<file path="src/design/pcpv_pkg.sv">
// Shared types and constants for the proximity presence voter.
package pcpv_pkg;

    localparam int unsigned STRENGTH_W = 8;
    localparam int unsigned COUNT_W    = 8;
    localparam int unsigned VOTE_OUT_W = 4;
    localparam int unsigned CFG_IDX_W  = 1;
    localparam int unsigned CFG_DATA_W = 8;
    localparam int unsigned OUT_TDATA_W = 24;

    localparam logic [COUNT_W-1:0] COUNT_LIMIT = 8'hFF;

    // register indexes on the configuration port
    localparam logic [CFG_IDX_W-1:0] CFG_CLOSE_STRENGTH_MIN = 1'd0;
    localparam logic [CFG_IDX_W-1:0] CFG_PRESENCE_COUNT_MIN = 1'd1;

    localparam logic signed [STRENGTH_W-1:0] CLOSE_STRENGTH_MIN_RST = -8'sd71;
    localparam logic [COUNT_W-1:0]           PRESENCE_COUNT_MIN_RST = 8'd3;

    typedef struct packed {
        logic                         has_device;
        logic signed [STRENGTH_W-1:0] strength;
        logic                         scan_end;
    } t_in_item;

    typedef struct packed {
        logic [VOTE_OUT_W-1:0] votes_held;
        logic [VOTE_OUT_W-1:0] present_votes;
        logic [COUNT_W-1:0]    close_count;
        logic                  changed;
        logic                  present;
    } t_result;

    typedef struct packed {
        logic close_vote;
        logic present;
        logic changed;
    } t_decision;

endpackage

</file>
<file path="src/design/pcpv_scan_counter.sv">
// Per-scan close-device counter and scan vote.
module pcpv_scan_counter (
    input  logic                               i_clk,
    input  logic                               i_rst_n,
    input  logic                               i_step,
    input  pcpv_pkg::t_in_item                 i_item,
    input  logic signed [pcpv_pkg::STRENGTH_W-1:0] i_close_strength_min,
    input  logic [pcpv_pkg::COUNT_W-1:0]       i_presence_count_min,
    output logic [pcpv_pkg::COUNT_W-1:0]       o_close_count,
    output logic                               o_vote
);

    logic [pcpv_pkg::COUNT_W-1:0] r_scan_count;
    logic [pcpv_pkg::COUNT_W-1:0] n_scan_count;
    logic                         w_close;

    // zero strength means unknown distance and counts as close
    assign w_close = i_item.has_device &&
                     ((i_item.strength == '0) || (i_item.strength >= i_close_strength_min));

    always_comb begin
        o_close_count = r_scan_count;
        if (w_close && (r_scan_count != pcpv_pkg::COUNT_LIMIT)) begin
            o_close_count = r_scan_count + 1'b1;
        end
    end

    assign o_vote = (o_close_count >= i_presence_count_min);

    always_comb begin
        n_scan_count = r_scan_count;
        if (i_step) begin
            n_scan_count = i_item.scan_end ? '0 : o_close_count;
        end
    end

    always_ff @(posedge i_clk) begin
        if (!i_rst_n) begin
            r_scan_count <= '0;
        end else begin
            r_scan_count <= n_scan_count;
        end
    end

endmodule

</file>
<file path="src/design/pcpv_vote_window.sv">
// Ring of scan votes with running vote count, fill level and presence flag.
module pcpv_vote_window #(
    parameter int unsigned WINDOW_SLOTS = 12
) (
    input  logic                                i_clk,
    input  logic                                i_rst_n,
    input  logic                                i_push,
    input  logic                                i_vote,
    output logic [$clog2(WINDOW_SLOTS+1)-1:0]   o_votes,
    output logic [$clog2(WINDOW_SLOTS+1)-1:0]   o_held,
    output pcpv_pkg::t_decision                 o_decision
);

    localparam int unsigned CNT_W = $clog2(WINDOW_SLOTS + 1);
    localparam int unsigned PTR_W = (WINDOW_SLOTS > 1) ? $clog2(WINDOW_SLOTS) : 1;

    logic [WINDOW_SLOTS-1:0] r_ring;
    logic [PTR_W-1:0]        r_ptr;
    logic [CNT_W-1:0]        r_votes;
    logic [CNT_W-1:0]        r_fill;
    logic                    r_present;

    logic [CNT_W-1:0]        n_votes;
    logic [CNT_W-1:0]        n_fill;
    logic [PTR_W-1:0]        n_ptr;
    logic                    n_present;

    // slot being overwritten leaves the count, new vote joins it
    assign n_votes = r_votes - CNT_W'(r_ring[r_ptr]) + CNT_W'(i_vote);
    assign n_fill  = (r_fill == CNT_W'(WINDOW_SLOTS)) ? r_fill : r_fill + 1'b1;
    assign n_ptr   = (r_ptr == PTR_W'(WINDOW_SLOTS - 1)) ? '0 : r_ptr + 1'b1;
    assign n_present = ({n_votes, 1'b0} >= {1'b0, n_fill});

    assign o_votes               = n_votes;
    assign o_held                = n_fill;
    assign o_decision.close_vote = i_vote;
    assign o_decision.present    = n_present;
    assign o_decision.changed    = n_present ^ r_present;

    always_ff @(posedge i_clk) begin
        if (!i_rst_n) begin
            r_ring    <= '0;
            r_ptr     <= '0;
            r_votes   <= '0;
            r_fill    <= '0;
            r_present <= 1'b0;
        end else if (i_push) begin
            r_ring[r_ptr] <= i_vote;
            r_ptr         <= n_ptr;
            r_votes       <= n_votes;
            r_fill        <= n_fill;
            r_present     <= n_present;
        end
    end

endmodule

</file>
<file path="src/design/proximity_count_presence_voter.sv">
// Top level: input register, configuration, scan counter, vote window, result register.
// Path: a scan-end item is registered at the input, its result in the result register.
// Throughput: one item per cycle; items that end no scan are consumed even while a result
// waits, so only a scan-end item can be held up by a stalled output.
// Reset (i_rst_n low, synchronous): ring, pointer, fill level, scan count and presence clear,
// configuration returns to close_strength_min -71 and presence_count_min 3.
module proximity_count_presence_voter #(
    parameter int unsigned WINDOW_SLOTS = 12
) (
    input  logic                                i_clk,
    input  logic                                i_rst_n,
    // configuration write port
    input  logic                                i_cfg_we,
    input  logic [pcpv_pkg::CFG_IDX_W-1:0]      i_cfg_index,
    input  logic [pcpv_pkg::CFG_DATA_W-1:0]     i_cfg_wdata,
    // device report stream
    input  logic                                s_tvalid,
    output logic                                s_tready,
    input  logic [7:0]                          s_tdata,   // [7:0] strength
    input  logic                                s_tuser,   // [0] has_device
    input  logic                                s_tlast,   // scan_end
    // presence result stream
    output logic                                m_tvalid,
    input  logic                                m_tready,
    // [0] present, [1] changed, [9:2] close_count, [13:10] present_votes,
    // [17:14] votes_held, [23:18] zero
    output logic [pcpv_pkg::OUT_TDATA_W-1:0]    m_tdata
);

    localparam int unsigned CNT_W = $clog2(WINDOW_SLOTS + 1);
    localparam int unsigned RES_W = $bits(pcpv_pkg::t_result);

    logic signed [pcpv_pkg::STRENGTH_W-1:0] r_close_strength_min;
    logic [pcpv_pkg::COUNT_W-1:0]           r_presence_count_min;

    logic                  r_in_valid;
    pcpv_pkg::t_in_item    r_in;
    logic                  r_out_valid;
    pcpv_pkg::t_result     r_out;

    logic                  w_out_free;
    logic                  w_step;
    logic                  w_push;
    logic [pcpv_pkg::COUNT_W-1:0] w_close_count;
    logic                  w_vote;
    logic [CNT_W-1:0]      w_votes;
    logic [CNT_W-1:0]      w_held;
    pcpv_pkg::t_decision   w_decision;
    pcpv_pkg::t_result     w_result;

    always_ff @(posedge i_clk) begin
        if (!i_rst_n) begin
            r_close_strength_min <= pcpv_pkg::CLOSE_STRENGTH_MIN_RST;
            r_presence_count_min <= pcpv_pkg::PRESENCE_COUNT_MIN_RST;
        end else if (i_cfg_we) begin
            unique case (i_cfg_index)
                pcpv_pkg::CFG_CLOSE_STRENGTH_MIN: r_close_strength_min <= i_cfg_wdata;
                pcpv_pkg::CFG_PRESENCE_COUNT_MIN: r_presence_count_min <= i_cfg_wdata;
                default: ;
            endcase
        end
    end

    // a scan-end item needs room in the result register, others never wait
    assign w_out_free = !r_out_valid || m_tready;
    assign w_step     = r_in_valid && (!r_in.scan_end || w_out_free);
    assign w_push     = w_step && r_in.scan_end;
    assign s_tready   = !r_in_valid || w_step;

    always_ff @(posedge i_clk) begin
        if (!i_rst_n) begin
            r_in_valid <= 1'b0;
        end else if (s_tready) begin
            r_in_valid <= s_tvalid;
        end
    end

    always_ff @(posedge i_clk) begin
        if (s_tready && s_tvalid) begin
            r_in.has_device <= s_tuser;
            r_in.strength   <= s_tdata;
            r_in.scan_end   <= s_tlast;
        end
    end

    pcpv_scan_counter u_scan_counter (
        .i_clk                (i_clk),
        .i_rst_n              (i_rst_n),
        .i_step               (w_step),
        .i_item               (r_in),
        .i_close_strength_min (r_close_strength_min),
        .i_presence_count_min (r_presence_count_min),
        .o_close_count        (w_close_count),
        .o_vote               (w_vote)
    );

    pcpv_vote_window #(
        .WINDOW_SLOTS (WINDOW_SLOTS)
    ) u_vote_window (
        .i_clk      (i_clk),
        .i_rst_n    (i_rst_n),
        .i_push     (w_push),
        .i_vote     (w_vote),
        .o_votes    (w_votes),
        .o_held     (w_held),
        .o_decision (w_decision)
    );

    assign w_result.present       = w_decision.present;
    assign w_result.changed       = w_decision.changed;
    assign w_result.close_count   = w_close_count;
    assign w_result.present_votes = pcpv_pkg::VOTE_OUT_W'(w_votes);
    assign w_result.votes_held    = pcpv_pkg::VOTE_OUT_W'(w_held);

    always_ff @(posedge i_clk) begin
        if (!i_rst_n) begin
            r_out_valid <= 1'b0;
        end else if (w_push) begin
            r_out_valid <= 1'b1;
        end else if (m_tready) begin
            r_out_valid <= 1'b0;
        end
    end

    always_ff @(posedge i_clk) begin
        if (w_push) begin
            r_out <= w_result;
        end
    end

    assign m_tvalid = r_out_valid;
    assign m_tdata  = {{(pcpv_pkg::OUT_TDATA_W - RES_W){1'b0}}, r_out};

    // the window never counts more present votes than filled slots
    a_votes_within_fill: assert property (@(posedge i_clk) disable iff (!i_rst_n)
        w_push |-> (w_votes <= w_held))
        else $error("present votes exceed filled slots");

    // at least one slot is filled once a scan has closed
    a_fill_nonzero: assert property (@(posedge i_clk) disable iff (!i_rst_n)
        w_push |-> (w_held != '0))
        else $error("fill level zero at scan end");

    // input back-pressure only comes from a scan end waiting on a full result register
    a_stall_cause: assert property (@(posedge i_clk) disable iff (!i_rst_n)
        !s_tready |-> (r_in_valid && r_in.scan_end && r_out_valid && !m_tready))
        else $error("input stalled without a pending result");

    // the vote passed to the window agrees with the close count and threshold
    a_vote_matches_count: assert property (@(posedge i_clk) disable iff (!i_rst_n)
        w_push |-> (w_decision.close_vote == (w_close_count >= r_presence_count_min)))
        else $error("scan vote disagrees with close count");

endmodule

</file>
<file path="config.mk">
export PLATFORM = sky130hd
export DESIGN_NAME = proximity_count_presence_voter
export DESIGN_NICKNAME = d
export VERILOG_FILES = /design/src/design/pcpv_pkg.sv /design/src/design/pcpv_scan_counter.sv /design/src/design/pcpv_vote_window.sv /design/src/design/proximity_count_presence_voter.sv
export SDC_FILE = /design/constraint.sdc
export NUM_CORES = 1
export LEC_CHECK = 0
export BUFFER_PORTS_ARGS = -buffer_cell sky130_fd_sc_hd__buf_2
export CAP_MARGIN = 20
export CORE_MARGIN = 5
export CORE_UTILIZATION = 50
export DETAILED_ROUTE_END_ITERATION = 12
export GPL_ROUTABILITY_DRIVEN = 1
export PLACE_DENSITY = 0.73
export RECOVER_POWER = 100
export SETUP_SLACK_MARGIN = 0.3
export SLEW_MARGIN = 10
export SYNTH_ARGS = -nofsm -noshare
export SYNTH_HDL_FRONTEND = slang
export SYNTH_HIERARCHICAL = 1
export SYNTH_SLANG_ARGS = --single-unit
</file>
<file path="constraint.sdc">
create_clock -name i_clk -period 4.4 [get_ports i_clk]
set_input_delay 0.22 -clock i_clk [delete_from_list [all_inputs] [get_ports i_clk]]
set_output_delay 0.22 -clock i_clk [all_outputs]
set_load 0.01 [all_outputs]
</file>
==> flow_summary.json <==
{
  "internal-power_w": 0.00113,
  "post-route-period-util_pct": 105,
  "nNetsFinal": 550,
  "tightest_slew_ns": 1.98,
  "fin_setup_tns_ns": -0.398,
  "drt-total-wl_mm": 8.50,
  "worstPathCellList": "ha_4, a21oi_2, nor3b_2, a211oi_4, a21oi_4, mux2_4, ha_4, a21oi_2, nor2b_1, o21ai_1, a21oi_1, o41a_1, ha_2, fa_2, xor2_1, ha_1, nand4_1, mux2_4, o211ai_4, xor2_1",
  "period_needed_ns": 4.60,
  "grt_pass1_vias": 3036,
  "crit_arrival_ns": 4.71,
  "power.switching_w": 0.000415,
  "ioPinCount": 50,
  "synth_warnings": 6,
  "cp_data_required_time_ns": 4.51,
  "p_sw_share_pct": 27.0,
  "dp_worst_setup_slack_ns": -0.329,
  "gr-total-overflow": 0,
  "clk_latency_ns": 0.36,
  "max_freq_mhz": 217,
  "critPathCaptureType": "flip-flop",
  "drcViolationCount": 0,
  "seqCellArea_um2": 1860,
  "die_h_um": 102,
  "synthCells": 422,
  "max_slew_margin_pct": -32.1,
  "rsz0062_at_grt": "yes",
  "r2r_slack_ns": -0.20,
  "layout-drive-gt1-share_pct": 21.2,
  "layout_setup_ws_ns": -0.200,
  "dieArea_um2": 10500,
  "diodes": 0,
  "hold_ws_ns": 0.0310,
  "cts-buffers-inserted": 9,
  "clock_path_buffers": 2,
  "htree_levels": 3,
  "powerDensity_nw_per_um2": 305,
  "hpwl_mm": 5.97,
  "cap_viol_max_count": 2,
  "rows": 33,
  "total_power_w": 0.00154,
  "peakVddDrop_uv": 165,
  "hold_path_class": "in2reg",
  "worst_setup_path_start_kind": "flip-flop",
  "via_per_inst": 5.22,
  "area_growth_pct": 18.6,
  "cts-root-buf": "clkbuf_8",
  "power_frac_clock_pct": 35.6,
  "skew_ns": 0.0119,
  "syn_area_um2": 4260,
  "drt_iter0_drc": 169,
  "start_util_pct": 51.5,
  "drtPass1Iterations": 4,
  "path_max_fanout": 4,
  "violations": "capacitance limit, slew limit, setup timing",
  "wl_per_cell_um": 14.0,
  "portBuffers": 43,
  "cts_tree": "done",
  "combPwrFrac_pct": 12.7,
  "fp.dieW_um": 102,
  "drv_slew": 84,
  "clock_sinks": 79,
  "grt_usage_pct": 16.8,
  "core-area_um2": 8260,
  "max_stage_delay_ns": 0.45,
  "clk_pin_slew_ns": 0.09,
  "grt_max_degree": 54,
  "hold_violations": 0,
  "num-fill-cells": 716,
  "num_vias": 3158,
  "setup_violations": 3,
  "synth_area_per_cell_um2": 10.1,
  "critical_path_class": "reg2reg",
  "worst_path_max_delay_cell": "edfxtp_1",
  "globalplace.congestion": 0.863,
  "grt_pass1_wl_mm": 13.9,
  "leakage_nw": 2.08,
  "multi_input_area_um2": 2260,
  "antenna_found_initial": 0,
  "ant_nets": 0,
  "run_status": "finished, violations left",
  "seqPwrFrac_pct": 51.7
}
## worst max-delay path, delay by kind of cell, from the launching register on
family | cells | cell delay [ns]
and+or+nand+nor | 3 | 0.43
adders and majority gates | 5 | 1.39
xor gates and xnor gates | 2 | 0.26
muxes | 2 | 0.66
AOI/OAI and AO/OA | 8 | 1.15
DFF | 1 | 0.45
## power groups by stage
stage                     logic, W  clock network (W)  registers [W]
after global routing      0.000217           0.000599       0.000800
after global placement    0.000164                  0       0.000812
after CTS                 0.000191           0.000563       0.000796
after detailed placement  0.000172                  0       0.000813
final                     0.000196           0.000548       0.000797
after floorplan           0.000125                  0       0.000812
## through the flow
stage | instance area (um2) | util [%] | std cells
global route | 5050 | 61.1 | 605
detailed placement | 4730 | 57.3 | 579
finish | 5050 | 61.1 | 605
global placement | 4730 | 57.3 | 579
CTS | 5030 | 61.0 | 598
floorplan | 4310 | - | 427
## layer usage
metal | track usage (%) | share of wire [%] | wire length, um
met4 | 6.56 | 1.6 | 139
met1 | 21.9 | 47 | 3990
met2 | 27.5 | 47 | 4010
met5 | 0 | 0 | 0
met3 | 3.14 | 4.2 | 356
## placed cells by master (no fill, tap or decap), drive strengths merged, types with 2 or more instances in the layout
cell type and instances:
buf 58, inv 37, nand2 54, edfxtp 28
nand2b 6, a21boi 15, clkbuf 33, ha 30
nor3 5, and2 4, dfxtp 51, o21ai 9
nor2 12, and3 7, nand4b 2, o31a 3
nor3b 3, a21oi 16, and4b 4, xor2 3
nand3 20, o31ai 2, a31oi 4, mux4 3
nor2b 30, nand4 5, mux2 3, conb 6
a21o 2, mux2i 20, or3 2, xnor2 6
nor4 3
## state kept, by name, summed over array words and instances, names as in the netlist, 4 cells and up
signal / count
m_tdata: 18
u_vote_window/r_ring: 12
r_in: 10
r_close_strength_min: 8
r_presence_count_min: 8
u_scan_counter/r_scan_count: 8
u_vote_window/r_fill: 4
u_vote_window/r_ptr: 4
u_vote_window/r_votes: 4
## worst paths after layout
check / startpoint / end / cells after the start
setup / recovery: r_in[6] / m_tdata[1] / 20
hold / removal: s_tdata[6] / r_in[7] / 1
setup reg to reg: r_in[6] / m_tdata[1] / 20
hold reg to reg: r_presence_count_min[7] / r_presence_count_min[7] / 2
## final cells by class
class,count,area share (%)
multi-input cells,292,44.8
inverters,32,2.38
clock inverters,6,1.07
well taps,105,2.60
flip-flops and latches,79,36.9
clock buffers,10,2.95
repair buffers,81,9.34
## timing repair
action | CTS | global route
hold buffers | 0 | 0
pin swaps | 14 | 3
gates cloned | 0 | 0
setup endpoints to repair | 3 | 3
gates resized for setup | 13 | 2
setup buffers | 3 | 5
No activity file was read; power rests on OpenSTA's default activity.
